<file path="src/rtl/lres_pkg.sv">
// Shared types and constants for the LED ring expression sequencer.
// No dependencies; the rtl files that use it refer to it by scoped names.
package lres_pkg;

  localparam int NUM_PIXELS_DEFAULT = 12;

  localparam int CFG_INDEX_W = 1;
  localparam int CFG_DATA_W  = 8;
  localparam logic [CFG_INDEX_W-1:0] CFG_BRIGHTNESS = 1'b0;
  localparam logic [CFG_INDEX_W-1:0] CFG_ALERT_RED  = 1'b1;

  localparam logic [7:0]  BRIGHTNESS_RESET = 8'd128;
  localparam logic [7:0]  LEVEL_MAX        = 8'd255;
  localparam logic [31:0] GATE_MS          = 32'd30;
  localparam logic [31:0] HALF_PERIOD_MS   = 32'd1000;
  localparam logic [1:0]  ALERT_ON_MAX     = 2'd3;

  // Pattern pixel positions
  localparam int PILOT_PIXEL   = 6;
  localparam int ALERT_PIXEL   = 0;
  localparam int NEUTRAL_FIRST = 5;
  localparam int NEUTRAL_LAST  = 7;
  localparam int SMILE_FIRST   = 4;
  localparam int SMILE_LAST    = 8;
  localparam int SAD_COUNT     = 5;
  localparam int SAD_PIXELS [SAD_COUNT] = '{10, 11, 0, 1, 2};

  typedef enum logic [2:0] {
    EXPR_NONE    = 3'd0,
    EXPR_BLINK   = 3'd1,
    EXPR_WHITE   = 3'd2,
    EXPR_ALERT   = 3'd3,
    EXPR_NEUTRAL = 3'd4,
    EXPR_SMILE   = 3'd5,
    EXPR_SAD     = 3'd6,
    EXPR_UNKNOWN = 3'd7
  } expr_t;

  // Whole-frame paint operation applied during the readout sweep
  typedef enum logic [2:0] {
    PAINT_PILOT,      // pilot pixel takes paint color, rest kept
    PAINT_FILL,       // whole ring takes paint color
    PAINT_NEUTRAL,
    PAINT_SMILE,
    PAINT_SAD,
    PAINT_ALERT_PIX0, // ring dark, alert pixel takes paint color
    PAINT_PIX0_OFF    // alert pixel dark, rest kept
  } paint_op_t;

  typedef struct packed {
    logic [7:0] r;
    logic [7:0] g;
    logic [7:0] b;
  } rgb_t;

endpackage

</file>
<file path="src/rtl/lres_if.sv">
// Handshake channels of the LED ring expression sequencer: command beats in,
// pixel beats out. No dependencies.
interface lres_cmd_if;
  logic        valid;
  logic        ready;
  logic        mode;
  logic [2:0]  expression;
  logic [31:0] timeout_ms;
  logic        urgency_active;

  modport source (output valid, mode, expression, timeout_ms, urgency_active,
                  input ready);
  modport sink   (input valid, mode, expression, timeout_ms, urgency_active,
                  output ready);
endinterface

interface lres_pix_if;
  logic       valid;
  logic       ready;
  logic [3:0] pixel_index;
  logic [7:0] red;
  logic [7:0] green;
  logic [7:0] blue;
  logic       full_intensity;
  logic [2:0] expression_code;
  logic       effect_running;
  logic       frame_last;

  modport source (output valid, pixel_index, red, green, blue, full_intensity,
                  expression_code, effect_running, frame_last, input ready);
  modport sink   (input valid, pixel_index, red, green, blue, full_intensity,
                  expression_code, effect_running, frame_last, output ready);
endinterface

</file>
<file path="src/rtl/lres_alu.sv">
// Shared 32-bit add/subtract unit with registered result and borrow/carry.
// Depends on nothing.
module lres_alu (
  input  logic        clk,
  input  logic [31:0] a,
  input  logic [31:0] b,
  input  logic        sub,
  output logic [32:0] res
);

  always_ff @(posedge clk) begin
    if (sub) begin
      res <= {1'b0, a} - {1'b0, b};
    end else begin
      res <= {1'b0, a} + {1'b0, b};
    end
  end

endmodule

</file>
<file path="src/rtl/lres_fb.sv">
// Frame buffer: one write and one registered read per cycle, per-entry
// valid bits so unwritten pixels read dark after reset. Uses lres_pkg.
module lres_fb #(
  parameter  int NUM_PIXELS = lres_pkg::NUM_PIXELS_DEFAULT,
  localparam int AW         = $clog2(NUM_PIXELS)
) (
  input  logic               clk,
  input  logic               rst,
  input  logic               we,
  input  logic [AW-1:0]      waddr,
  input  lres_pkg::rgb_t     wdata,
  input  logic [AW-1:0]      raddr,
  output lres_pkg::rgb_t     rdata
);

  lres_pkg::rgb_t          mem [NUM_PIXELS];
  logic [NUM_PIXELS-1:0]   valid;
  lres_pkg::rgb_t          rd_data;
  logic                    rd_valid;

  always_ff @(posedge clk) begin
    if (rst) begin
      valid <= '0;
    end else if (we) begin
      valid[waddr] <= 1'b1;
    end
  end

  always_ff @(posedge clk) begin
    if (we) begin
      mem[waddr] <= wdata;
    end
    rd_data  <= mem[raddr];
    rd_valid <= valid[raddr];
  end

  assign rdata = rd_valid ? rd_data : '0;

endmodule

</file>
<file path="src/rtl/lres_paint.sv">
// Per-pixel paint logic: new color of one pixel from the frame paint
// operation, the pixel index and the stored color. Uses lres_pkg.
module lres_paint #(
  parameter  int NUM_PIXELS = lres_pkg::NUM_PIXELS_DEFAULT,
  localparam int AW         = $clog2(NUM_PIXELS)
) (
  input  lres_pkg::paint_op_t op,
  input  logic [AW-1:0]       idx,
  input  lres_pkg::rgb_t      old,
  input  lres_pkg::rgb_t      paint,
  input  logic [7:0]          brightness,
  output lres_pkg::rgb_t      color
);

  logic [7:0]     med;
  lres_pkg::rgb_t green_med;
  lres_pkg::rgb_t sad_color;
  logic           sad_hit;
  int             pix;

  assign med       = brightness >> 1;
  assign green_med = '{r: 8'd0, g: med, b: 8'd0};
  assign sad_color = '{r: med, g: med >> 1, b: 8'd0};
  assign pix       = int'(idx);

  always_comb begin
    sad_hit = 1'b0;
    for (int j = 0; j < lres_pkg::SAD_COUNT; j++) begin
      if (pix == lres_pkg::SAD_PIXELS[j]) sad_hit = 1'b1;
    end
  end

  always_comb begin
    unique case (op)
      lres_pkg::PAINT_PILOT:
        color = (pix == lres_pkg::PILOT_PIXEL) ? paint : old;
      lres_pkg::PAINT_FILL:
        color = paint;
      lres_pkg::PAINT_NEUTRAL:
        color = (pix >= lres_pkg::NEUTRAL_FIRST && pix <= lres_pkg::NEUTRAL_LAST)
                ? green_med : '0;
      lres_pkg::PAINT_SMILE:
        color = (pix >= lres_pkg::SMILE_FIRST && pix <= lres_pkg::SMILE_LAST)
                ? green_med : '0;
      lres_pkg::PAINT_SAD:
        color = sad_hit ? sad_color : '0;
      lres_pkg::PAINT_ALERT_PIX0:
        color = (pix == lres_pkg::ALERT_PIXEL) ? paint : '0;
      lres_pkg::PAINT_PIX0_OFF:
        color = (pix == lres_pkg::ALERT_PIXEL) ? '0 : old;
      default:
        color = old;
    endcase
  end

endmodule

</file>
<file path="src/rtl/led_ring_expression_sequencer.sv">
// LED ring expression sequencer, top level.
// Depends on lres_pkg, lres_if, lres_alu, lres_fb and lres_paint.
//
// Usage: the cmd channel carries one beat per 1 ms tick (mode 0) or per
// expression command (mode 1, with timeout_ms, 0 = persistent). Each beat
// that redraws the ring produces one frame on the pix channel: NUM_PIXELS
// beats, pixel 0 first, frame_last on the final pixel. Beats that draw
// nothing (gated ticks, alert command) produce no output.
// Timing: cmd.ready is high only while idle. A tick walks up to four steps
// through the single shared 32-bit adder (clock increment, 30 ms gate,
// timeout compare, blink period). A command passes S_CMD, then its frame if
// it draws one. A frame opens with a first read (S_PIX_RD). The frame buffer
// has one read and one write port, so each pixel takes a paint/write step
// (S_PIX_WR) and an output step (S_PIX_WAIT), with the next read overlapped
// with the output beat.
// Stall: a pixel beat holds in the output register until pix.ready; the
// sweep waits and no new command beat is taken.
// Reset (synchronous, rst high): timers, effect state and registers return
// to defaults; the frame buffer reads dark through per-pixel valid bits,
// so there is no clearing pass. Configuration writes land at once.
module led_ring_expression_sequencer #(
  parameter int NUM_PIXELS = lres_pkg::NUM_PIXELS_DEFAULT
) (
  input  logic                              clk,
  input  logic                              rst,
  input  logic                              cfg_write,
  input  logic [lres_pkg::CFG_INDEX_W-1:0]  cfg_index,
  input  logic [lres_pkg::CFG_DATA_W-1:0]   cfg_data,
  lres_cmd_if.sink                          cmd,
  lres_pix_if.source                        pix
);

  localparam int AW = $clog2(NUM_PIXELS);
  localparam logic [AW-1:0] LAST_IDX = AW'(NUM_PIXELS - 1);

  typedef enum logic [3:0] {
    S_IDLE,
    S_CMD,      // adder holds now + timeout
    S_T_INC,    // adder holds now + 1
    S_T_GATE,   // adder holds now - last_process
    S_T_TMO,    // adder holds now - end_time
    S_T_BLK,    // adder holds now - last_blink
    S_PIX_RD,   // first frame buffer read in flight
    S_PIX_WR,   // paint, write back, load output beat
    S_PIX_WAIT  // output beat waiting; next read overlapped
  } state_t;

  state_t state;

  // configuration
  logic [7:0] brightness;
  logic [7:0] alert_red_level;

  // effect state
  logic [31:0]           now_ms;
  logic [31:0]           last_process_ms;
  logic [31:0]           last_blink_ms;
  logic [31:0]           end_time_ms;
  logic                  running;
  lres_pkg::expr_t       cur_expr;
  logic                  blink_on;
  logic [1:0]            alert_on_count;
  logic                  alert_second_stage;
  logic                  intensity_forced;

  // latched command beat
  lres_pkg::expr_t       item_expr;
  logic                  item_tmo_zero;
  logic                  item_urgency;

  // frame paint
  lres_pkg::paint_op_t   paint_op;
  lres_pkg::rgb_t        paint_rgb;
  logic [AW-1:0]         idx;

  // output register
  logic                  out_valid;
  logic [3:0]            out_index;
  lres_pkg::rgb_t        out_rgb;
  logic                  out_forced;
  lres_pkg::expr_t       out_expr;
  logic                  out_running;
  logic                  out_last;

  // datapath
  logic [31:0]           alu_a;
  logic [31:0]           alu_b;
  logic                  alu_sub;
  logic [32:0]           alu_res;
  logic [31:0]           alu_diff;
  logic                  alu_borrow;
  logic [AW-1:0]         fb_raddr;
  lres_pkg::rgb_t        fb_rdata;
  lres_pkg::rgb_t        painted;
  logic                  pix_last;
  logic [7:0]            half_level;
  logic [7:0]            alert_red;
  logic                  blink_next;
  logic [1:0]            alert_cnt_next;
  logic                  cmd_fire;

  assign cmd_fire   = cmd.valid && cmd.ready;
  assign cmd.ready  = (state == S_IDLE);
  assign alu_diff   = alu_res[31:0];
  assign alu_borrow = alu_res[32];
  assign pix_last   = (idx == LAST_IDX);
  assign half_level = brightness >> 1;
  assign alert_red  = (alert_red_level == 8'd0) ? lres_pkg::LEVEL_MAX : alert_red_level;
  assign blink_next = ~blink_on;
  assign alert_cnt_next = (blink_next && alert_on_count != lres_pkg::ALERT_ON_MAX)
                          ? alert_on_count + 2'd1 : alert_on_count;

  // Operand select for the shared adder; each step consumes the prior result.
  always_comb begin
    unique case (state)
      S_T_INC: begin
        alu_a   = alu_diff;
        alu_b   = last_process_ms;
        alu_sub = 1'b1;
      end
      S_T_GATE: begin
        alu_a   = now_ms;
        alu_b   = end_time_ms;
        alu_sub = 1'b1;
      end
      S_T_TMO: begin
        alu_a   = now_ms;
        alu_b   = last_blink_ms;
        alu_sub = 1'b1;
      end
      default: begin
        alu_a   = now_ms;
        alu_b   = cmd.mode ? cmd.timeout_ms : 32'd1;
        alu_sub = 1'b0;
      end
    endcase
  end

  // Read one ahead while the current beat waits
  assign fb_raddr = (state == S_PIX_WAIT && !pix_last) ? idx + AW'(1) : idx;

  lres_alu u_alu (
    .clk (clk),
    .a   (alu_a),
    .b   (alu_b),
    .sub (alu_sub),
    .res (alu_res)
  );

  lres_fb #(.NUM_PIXELS(NUM_PIXELS)) u_fb (
    .clk   (clk),
    .rst   (rst),
    .we    (state == S_PIX_WR),
    .waddr (idx),
    .wdata (painted),
    .raddr (fb_raddr),
    .rdata (fb_rdata)
  );

  lres_paint #(.NUM_PIXELS(NUM_PIXELS)) u_paint (
    .op         (paint_op),
    .idx        (idx),
    .old        (fb_rdata),
    .paint      (paint_rgb),
    .brightness (brightness),
    .color      (painted)
  );

  always_ff @(posedge clk) begin
    if (rst) begin
      brightness      <= lres_pkg::BRIGHTNESS_RESET;
      alert_red_level <= 8'd0;
    end else if (cfg_write) begin
      unique case (cfg_index)
        lres_pkg::CFG_BRIGHTNESS: brightness      <= cfg_data;
        lres_pkg::CFG_ALERT_RED:  alert_red_level <= cfg_data;
        default: ;
      endcase
    end
  end

  always_ff @(posedge clk) begin
    if (rst) begin
      state              <= S_IDLE;
      now_ms             <= '0;
      last_process_ms    <= '0;
      last_blink_ms      <= '0;
      end_time_ms        <= '0;
      running            <= 1'b0;
      cur_expr           <= lres_pkg::EXPR_NONE;
      blink_on           <= 1'b0;
      alert_on_count     <= '0;
      alert_second_stage <= 1'b0;
      intensity_forced   <= 1'b0;
      out_valid          <= 1'b0;
      idx                <= '0;
    end else begin
      unique case (state)
        S_IDLE: begin
          if (cmd_fire) begin
            // unknown and zero codes both show as neutral, stored as unknown
            item_expr     <= (lres_pkg::expr_t'(cmd.expression) == lres_pkg::EXPR_NONE)
                             ? lres_pkg::EXPR_UNKNOWN : lres_pkg::expr_t'(cmd.expression);
            item_tmo_zero <= (cmd.timeout_ms == 32'd0);
            item_urgency  <= cmd.urgency_active;
            state         <= cmd.mode ? S_CMD : S_T_INC;
          end
        end

        S_CMD: begin
          cur_expr           <= item_expr;
          running            <= 1'b1;
          last_blink_ms      <= now_ms;
          blink_on           <= 1'b0;
          alert_on_count     <= '0;
          alert_second_stage <= 1'b0;
          end_time_ms        <= item_tmo_zero ? 32'd0 : alu_diff;
          idx                <= '0;
          state              <= S_PIX_RD;
          unique case (item_expr)
            lres_pkg::EXPR_BLINK: begin
              paint_op  <= lres_pkg::PAINT_PILOT;
              paint_rgb <= '0;
            end
            lres_pkg::EXPR_WHITE: begin
              intensity_forced <= 1'b1;
              paint_op  <= lres_pkg::PAINT_FILL;
              paint_rgb <= '{r: lres_pkg::LEVEL_MAX, g: lres_pkg::LEVEL_MAX,
                             b: lres_pkg::LEVEL_MAX};
            end
            lres_pkg::EXPR_ALERT: begin
              state <= S_IDLE;  // alert start draws nothing
            end
            lres_pkg::EXPR_SMILE: paint_op <= lres_pkg::PAINT_SMILE;
            lres_pkg::EXPR_SAD:   paint_op <= lres_pkg::PAINT_SAD;
            default:              paint_op <= lres_pkg::PAINT_NEUTRAL;
          endcase
        end

        S_T_INC: begin
          now_ms <= alu_diff;
          state  <= S_T_GATE;
        end

        S_T_GATE: begin
          if (alu_diff < lres_pkg::GATE_MS) begin
            state <= S_IDLE;
          end else begin
            last_process_ms <= now_ms;
            state           <= running ? S_T_TMO : S_IDLE;
          end
        end

        S_T_TMO: begin
          if (end_time_ms != 32'd0 && !alu_borrow) begin
            // timeout: back to neutral
            running     <= 1'b0;
            end_time_ms <= '0;
            cur_expr    <= lres_pkg::EXPR_NEUTRAL;
            paint_op    <= lres_pkg::PAINT_NEUTRAL;
            idx         <= '0;
            state       <= S_PIX_RD;
          end else if (cur_expr == lres_pkg::EXPR_BLINK ||
                       cur_expr == lres_pkg::EXPR_ALERT) begin
            state <= S_T_BLK;
          end else begin
            state <= S_IDLE;
          end
        end

        S_T_BLK: begin
          if (alu_diff < lres_pkg::HALF_PERIOD_MS) begin
            state <= S_IDLE;
          end else begin
            last_blink_ms <= now_ms;
            blink_on      <= blink_next;
            idx           <= '0;
            state         <= S_PIX_RD;
            if (cur_expr == lres_pkg::EXPR_BLINK) begin
              paint_op  <= lres_pkg::PAINT_PILOT;
              paint_rgb <= '{r: 8'd0, g: blink_next ? half_level : 8'd0, b: 8'd0};
            end else begin
              alert_on_count <= alert_cnt_next;
              if (alert_second_stage) begin
                // second stage: only the alert pixel blinks
                paint_op  <= blink_next ? lres_pkg::PAINT_ALERT_PIX0
                                        : lres_pkg::PAINT_PIX0_OFF;
                paint_rgb <= '{r: alert_red, g: 8'd0, b: 8'd0};
              end else if (alert_cnt_next >= lres_pkg::ALERT_ON_MAX) begin
                // first stage over: continue if urgency holds, else neutral
                if (item_urgency) begin
                  alert_second_stage <= 1'b1;
                  alert_on_count     <= '0;
                  paint_op           <= lres_pkg::PAINT_FILL;
                  paint_rgb          <= '0;
                end else begin
                  running  <= 1'b0;
                  cur_expr <= lres_pkg::EXPR_NEUTRAL;
                  paint_op <= lres_pkg::PAINT_NEUTRAL;
                end
              end else begin
                paint_op  <= lres_pkg::PAINT_FILL;
                paint_rgb <= '{r: blink_next ? alert_red : 8'd0, g: 8'd0, b: 8'd0};
              end
            end
          end
        end

        S_PIX_RD: begin
          state <= S_PIX_WR;
        end

        S_PIX_WR: begin
          out_valid   <= 1'b1;
          out_index   <= 4'(idx);
          out_rgb     <= painted;
          out_forced  <= intensity_forced;
          out_expr    <= cur_expr;
          out_running <= running;
          out_last    <= pix_last;
          state       <= S_PIX_WAIT;
        end

        S_PIX_WAIT: begin
          if (pix.ready) begin
            out_valid <= 1'b0;
            if (pix_last) begin
              state <= S_IDLE;
            end else begin
              idx   <= idx + AW'(1);
              state <= S_PIX_WR;
            end
          end
        end

        default: state <= S_IDLE;
      endcase
    end
  end

  assign pix.valid           = out_valid;
  assign pix.pixel_index     = out_index;
  assign pix.red             = out_rgb.r;
  assign pix.green           = out_rgb.g;
  assign pix.blue            = out_rgb.b;
  assign pix.full_intensity  = out_forced;
  assign pix.expression_code = out_expr;
  assign pix.effect_running  = out_running;
  assign pix.frame_last      = out_last;

endmodule

</file>
<file path="src/flat_wrapper.sv">
// flat-port wrapper written by rule: the top's interface ports become plain ports
module led_ring_expression_sequencer_flat 
#(
  parameter int NUM_PIXELS = lres_pkg::NUM_PIXELS_DEFAULT
)
  (clk, rst, cfg_write, cfg_index, cfg_data, cmd_valid, cmd_mode, cmd_expression, cmd_timeout_ms, cmd_urgency_active, cmd_ready, pix_valid, pix_pixel_index, pix_red, pix_green, pix_blue, pix_full_intensity, pix_expression_code, pix_effect_running, pix_frame_last, pix_ready);
  lres_cmd_if cmd_i ();
  lres_pix_if pix_i ();
  input  logic clk;
  input  logic rst;
  input  logic cfg_write;
  input  logic [lres_pkg::CFG_INDEX_W-1:0] cfg_index;
  input  logic [lres_pkg::CFG_DATA_W-1:0] cfg_data;
  input wire logic [$bits(cmd_i.valid)-1:0] cmd_valid;
  input wire logic [$bits(cmd_i.mode)-1:0] cmd_mode;
  input wire logic [$bits(cmd_i.expression)-1:0] cmd_expression;
  input wire logic [$bits(cmd_i.timeout_ms)-1:0] cmd_timeout_ms;
  input wire logic [$bits(cmd_i.urgency_active)-1:0] cmd_urgency_active;
  output wire logic [$bits(cmd_i.ready)-1:0] cmd_ready;
  output wire logic [$bits(pix_i.valid)-1:0] pix_valid;
  output wire logic [$bits(pix_i.pixel_index)-1:0] pix_pixel_index;
  output wire logic [$bits(pix_i.red)-1:0] pix_red;
  output wire logic [$bits(pix_i.green)-1:0] pix_green;
  output wire logic [$bits(pix_i.blue)-1:0] pix_blue;
  output wire logic [$bits(pix_i.full_intensity)-1:0] pix_full_intensity;
  output wire logic [$bits(pix_i.expression_code)-1:0] pix_expression_code;
  output wire logic [$bits(pix_i.effect_running)-1:0] pix_effect_running;
  output wire logic [$bits(pix_i.frame_last)-1:0] pix_frame_last;
  input wire logic [$bits(pix_i.ready)-1:0] pix_ready;
  assign cmd_i.valid = cmd_valid;
  assign cmd_i.mode = cmd_mode;
  assign cmd_i.expression = cmd_expression;
  assign cmd_i.timeout_ms = cmd_timeout_ms;
  assign cmd_i.urgency_active = cmd_urgency_active;
  assign cmd_ready = cmd_i.ready;
  assign pix_valid = pix_i.valid;
  assign pix_pixel_index = pix_i.pixel_index;
  assign pix_red = pix_i.red;
  assign pix_green = pix_i.green;
  assign pix_blue = pix_i.blue;
  assign pix_full_intensity = pix_i.full_intensity;
  assign pix_expression_code = pix_i.expression_code;
  assign pix_effect_running = pix_i.effect_running;
  assign pix_frame_last = pix_i.frame_last;
  assign pix_i.ready = pix_ready;
  led_ring_expression_sequencer #(.NUM_PIXELS(NUM_PIXELS)) u_core (.clk(clk), .rst(rst), .cfg_write(cfg_write), .cfg_index(cfg_index), .cfg_data(cfg_data), .cmd(cmd_i), .pix(pix_i));
endmodule
</file>
<file path="config.mk">
export PLATFORM = sky130hd
export DESIGN_NAME = led_ring_expression_sequencer_flat
export DESIGN_NICKNAME = d
export VERILOG_FILES = /design/src/rtl/lres_pkg.sv /design/src/rtl/lres_if.sv /design/src/rtl/lres_alu.sv /design/src/rtl/lres_fb.sv /design/src/rtl/lres_paint.sv /design/src/rtl/led_ring_expression_sequencer.sv /design/src/flat_wrapper.sv
export SDC_FILE = /design/constraint.sdc
export NUM_CORES = 1
export LEC_CHECK = 0
export ABC_CLOCK_PERIOD_IN_PS = 8100
export BUFFER_PORTS_ARGS = -buffer_cell sky130_fd_sc_hd__buf_2
export CORE_ASPECT_RATIO = 0.7
export CORE_MARGIN = 8
export CORE_UTILIZATION = 36
export CTS_CLUSTER_SIZE = 24
export DETAILED_ROUTE_END_ITERATION = 6
export HOLD_SLACK_MARGIN = 0.02
export PLACE_DENSITY = 0.58
export SLEW_MARGIN = 0
export SYNTH_ARGS = -nofsm -noshare
export SYNTH_HDL_FRONTEND = slang
export SYNTH_SLANG_ARGS = --single-unit
</file>
<file path="constraint.sdc">
create_clock -name clk -period 8.1 [get_ports clk]
set_clock_uncertainty 0.15 [all_clocks]
set_input_delay 2.43 -clock clk [delete_from_list [all_inputs] [get_ports clk]]
set_output_delay 2.43 -clock clk [all_outputs]
set_load 0.01 [all_outputs]
</file>
# After elaboration in Yosys (flattened, before gate mapping)
# Memory sizes are Yosys's and may differ from the RTL's. A register that Yosys moved wholly into a read port is not among the register bits.
# Index checks and enable logic that the tools add are counted.
# totals
ramBits	288
wordCells	227
inputBits	51
reg_bits	274
n_memories	1
# mem_list
name	words	width	read_ports	rd_clocked_by_memory_dff	wr	line_no	text
u_core.u_fb.mem	12	24	1	1	1	lres_fb.sv:16	lres_pkg::rgb_t mem [NUM_PIXELS];
# classes
n_addsub	4
n_bitwise	5
eq_ne	40
order_cmp	10
muxes	96
reduce_logical	38
# ops
operator	count
24-bit 2-to-1 mux	9
24-bit one-hot mux with 7 select lines	1
32-bit 2-to-1 mux	5
32-bit one-hot mux with 2 select lines	2
24-bit one-hot mux with 2 select lines	2
32-bit one-hot mux with 3 select lines	1
32-bit zero test	2
3-bit 2-to-1 mux	15
4-bit 2-to-1 mux	9
4-bit one-hot mux with 9 select lines	1
32-bit by 32-bit adder with 33-bit output	1
33-bit 2-to-1 mux	1
32-bit by 32-bit subtractor with 33-bit output	1
32-bit by 10-bit less-than comparator with 1-bit output (second input constant)	1
32-bit by 5-bit less-than comparator with 1-bit output (second input constant)	1
32-bit nonzero test	1
15-bit 2-to-1 mux	2
1-bit 2-to-1 mux	23
23-bit 2-to-1 mux	1
4-bit by 3-bit equality test with 1-bit output (second input constant)	5
4-bit equality test (second input constant)	5
2-bit 2-to-1 mux	10
2-bit != test (second input constant)	9
3-bit one-hot mux with 3 select lines	2
other kinds (41)	83

# Longest topological paths before layout
# depth
ltp_word	9
ltp_mapped	22
ltp_nobuf	19

# By module
# From an unflattened synthesis, not the netlist that was laid out.
# hier_totals
hier_cells	2107
hier_area_um2	25750.9
# modules_own_cells
module	cells_each	n_inst	area_each_um2
lres_fb	659	1	12426.9
led_ring_expression_sequencer	967	1	9427.8
lres_alu	406	1	3243.1
lres_paint	75	1	653.1

# Least setup slack after synthesis
# Ideal clock, no wire load.
# synth_timing
path_type	input to register
startpoint	input port cmd_mode
endpoint	register u_core.u_alu.res[30]
t_arrival_ns	6.372
slack_ns	1.517
path_buffers	1
cell_stages	17
required_ns	7.888
path_cell_list	and3_4 -> buf_6 -> a221o_1 -> or4_4 -> or4_4 -> nor3_4 -> a31oi_1 -> o21ai_0 -> ha_1 -> a21o_1 -> a21o_1 -> a21oi_1 -> o21ai_0 -> a2111oi_0 -> a21oi_1 -> a2111o_1 -> nand3_1
# synth_via
elab_chain_cells	4
elab_cells_between_ends	5
# synth_lines
item	line_no	text
start: declaration	flat_wrapper.sv:15	input wire logic [$bits(cmd_i.mode)-1:0] cmd_mode;
32-bit 2-to-1 mux *	led_ring_expression_sequencer.sv:133	alu_b = cmd.mode ? cmd.timeout_ms : 32'd1;
32-bit one-hot mux with 3 select lines *	led_ring_expression_sequencer.sv:115	unique case (state)
32-bit by 32-bit adder with 33-bit output or 32-bit by 32-bit subtractor with 33-bit output (tied branches)	lres_alu.sv:15, lres_alu.sv:13	
33-bit 2-to-1 mux *	lres_alu.sv:12	if (sub) begin
end signal: assignment	lres_alu.sv:13	res <= {1'b0, a} - {1'b0, b};
end signal: assignment	lres_alu.sv:15	res <= {1'b0, a} + {1'b0, b};
end: declaration	lres_alu.sv:8	output logic [32:0] res
# Every way passes the cells marked *; elsewhere a longest branch is shown, timed or not.
# A chain may end at the register's enable or synchronous reset.

# Worst setup path in the final report
# layout_timing
startpoint	input port cmd_mode
endpoint	register u_core.u_alu.res[32]
# Same word-level chain as after synthesis.

==> run metrics <==
Syn Inst Count 2076; Yosys top cell area share 0.4172; CTS clock-pin slew for the worst setup and hold paths 0.06 ns; number of global-route vias before repair 16.51k; Sink Count 577; normalized max-slew margin 0.2282; crit-path cells buf_2 > nand3_1 > o22ai_1 > ha_1 > o2111ai_1 > nor4_1 > nand4bb_1 > nor3_1 > nor2_1 > mux2i_1 > ha_1 > a21o_1 > a21oi_1 > o21ai_0 > a2111oi_0 > a21oi_1 > a311oi_1 > xor2_1; Post-route DRC 0; largest cells by area after synthesis edfxtp_1 (42%), dfxtp_1 (19%), mux4_2 (6.8%), nand2_1 (4.1%), a21oi_1 (3.4%); Clock Path Buffers 3; Slew @ Worst Pin 1.152 ns; Setup crit start kind primary input; Routed WL 69940 µm; total grt overflow 0; Die Wd 330.4 µm; total negative setup slack 0 ns; die area 77990 µm²; endpoints failing hold 0; Yosys warning total 0; PD cells 266.2 nW/µm²; Core Region 68270 µm²; Max Slew Vio Count 0; RSZ-0062 raised after global routing false; Crit. End Element register; router iterations before antenna repair 6; worst setup path category in -> reg; Synth area leader edfxtp_1; crit path max fanout 12; Tcrit/Tclk final 0.8524; # nets final 2236; Via density 5.519; RePlAce Congestion 0.9231; Area Growth Syn to Fin 14.39%; Reg area 15010 µm²; number of port buffers 86; CP max stage delay 0.47 ns; setup violators final 0; Worst-Skew Late Latency 0.64 ns; Synth Area in Simple Gates 0.1278; Fill cells 6374; run status complete, no violations; Root Driver clkbuf_16; CP Buf/Inv Count 1; Main synth FF type edfxtp_1; Wirelength per Cell 22.56 µm; post-synth net total 2166; Unique masters post-synth 75; compound-cell area share of the yosys netlist 0.09797; Tot GR Track Use 0.1749; Worst EP required 8.51 ns; Seq/Total Area, Yosys 0.6029; pin count of the biggest net entering global routing 111; Setup Fix Bufs, Post-CTS 0; number of synthesized flops with an enable pin 346; multi-input combinational cell area 9460 µm²; number of buffers created by CTS 58; #FFs+latches synth 577; Hold WS 0.3022 ns; main combinational cell family by area after synthesis simple AND/OR/NAND/NOR gates; Mapped Area 24910 µm²; Die Ht 236.1 µm; min Tclk post-route 6.904 ns; Post-Synth Adder-Cell Area 0.01989; xor-xnor portion of the synthesized cell area 0.01090; type of the worst min-delay path reg -> reg; TritonCTS clock tree done; Rows 80; top cell family by delay on the critical path compound AO/OA/AOI/OAI gates; slowest CP cell o22ai_1; DP Wirelength 45310 µm; data arrival time of the worst path 7.31 ns; Leak 10.34 nW; cts repair resizes 0; CTS H-tree lvls 2; commonest non-fill, non-tap cell in the layout edfxtp_1; Antenna Nets Post-Route 0; share of cells above drive strength 1 0.1639; Initial Utilization 0.3648; initial antenna violation count 1; I/O Pins 87; synthesized area per cell 12.00 µm²; hold_buf cts 0; most frequent cells in the layout edfxtp_1 (346), nand2_1 (269), dfxtp_1 (231); Max-Cap Viols 0; Fmax 144.8 MHz; first-pass GRT wire length 104400 µm; VDD IR-drop max 0.0001854 V; routed vias 17.11k; Async SR Flop Fraction 0; initial DRC count 1627; multiplexer share of the synthesized area 0.1170
[logic make-up after synthesis]
logic type | count (synthesis)
adders and majority gates | 39
muxes | 193
AOI/OAI and AO/OA | 389
xor gates and xnor gates | 31
DFF | 577
and+or+nand+nor | 695
buffers and inverters | 152
[synthesized netlist by cell type, drive strengths merged, types with 3 or more instances]
master  number
edfxtp     346
nand2      270
dfxtp      231
nor2       183
a21oi      168
clkbuf      87
mux2i       84
mux4        75
nand3       61
o21ai       52
nor2b       48
inv         39
ha          38
mux2        34
a22oi       30
nor4        28
nor3        27
buf         26
a31oi       22
xnor2       19
nand2b      17
a21o        16
nand4       14
o221ai      14
xor2        12
o21bai      11
a221oi       9
o211ai       9
o21a         9
and2         8
and3         8
or4          7
a221o        6
a222oi       5
a22o         4
o32ai        4
or2          4
or3          4
a211o        3
a31o         3
and3b        3
nand3b       3
o22ai        3
o31ai        3
[per-layer routing]
metal  GRT usage  up-vias  share of wire
met2      0.2444      610           0.41
met1      0.2770     8524           0.50
met5           0        -              0
met4     0.04312        0          0.020
li1            -     7889              -
met3     0.02842       91          0.073
[through the flow]
step | util | cells | setup WS [ns] | cell area, µm² | power (mW)
detailed placement | 0.3877 | 2988 | 0.6996 | 26460 | 4.818
finish | 0.4173 | 3101 | 1.196 | 28490 | 7.583
global placement | 0.3877 | 2988 | 0.7112 | 26460 | 4.800
global route | 0.4173 | 3099 | 0.6898 | 28480 | 7.910
floorplan | - | 2076 | 1.517 | 24910 | 4.364
CTS | 0.4172 | 3098 | 1.355 | 28480 | 7.625
[tightest hold or removal path: stages, from the launching register on]
cell	delay [ns]
dfxtp_1	0.31
nand2_1	0.05
a21oi_1	0.05
[area by class of cell]
class,count,area share
well taps,902,0.03961
repair buffers,123,0.02508
inverters,39,0.005138
flip-flops and latches,577,0.5270
clock buffers,84,0.05894
multi-input cells,1347,0.3321
clock inverters,26,0.01190
diodes,3,0.0002635
[path summary, 6_finish.rpt]
kind                                               start                  endpoint  slack (ns)  cells past startpoint
worst max-delay path                            cmd_mode      u_core.u_alu.res[32]        1.20                     18
worst min-delay path            u_core.last_blink_ms[26]  u_core.last_blink_ms[26]        0.30                      2
worst max register to register           u_core.state[2]      u_core.u_alu.res[32]        1.80                     17
worst min register to register  u_core.last_blink_ms[26]  u_core.last_blink_ms[26]        0.30                      2
[report_power, final]
group	switching, mW	leakage, nW	internal, mW
clock	1.17	0.981	1.62
sequential	0.162	5.06	3.27
combinational	0.863	4.30	0.502
total	2.19	10.3	5.39
[registers in the layout, summed over array words and instances (netlist names), 12 cells and up]
signal,cells
u_core.u_fb.mem,288
u_core.last_process_ms,32
u_core.u_fb.valid,12
u_core.u_alu.res,33
u_core.u_fb.rd_data,24
u_core.now_ms,32
u_core.end_time_ms,32
u_core.paint_rgb,16
u_core.last_blink_ms,32
Note: power is estimated with default switching activity, not from simulation.
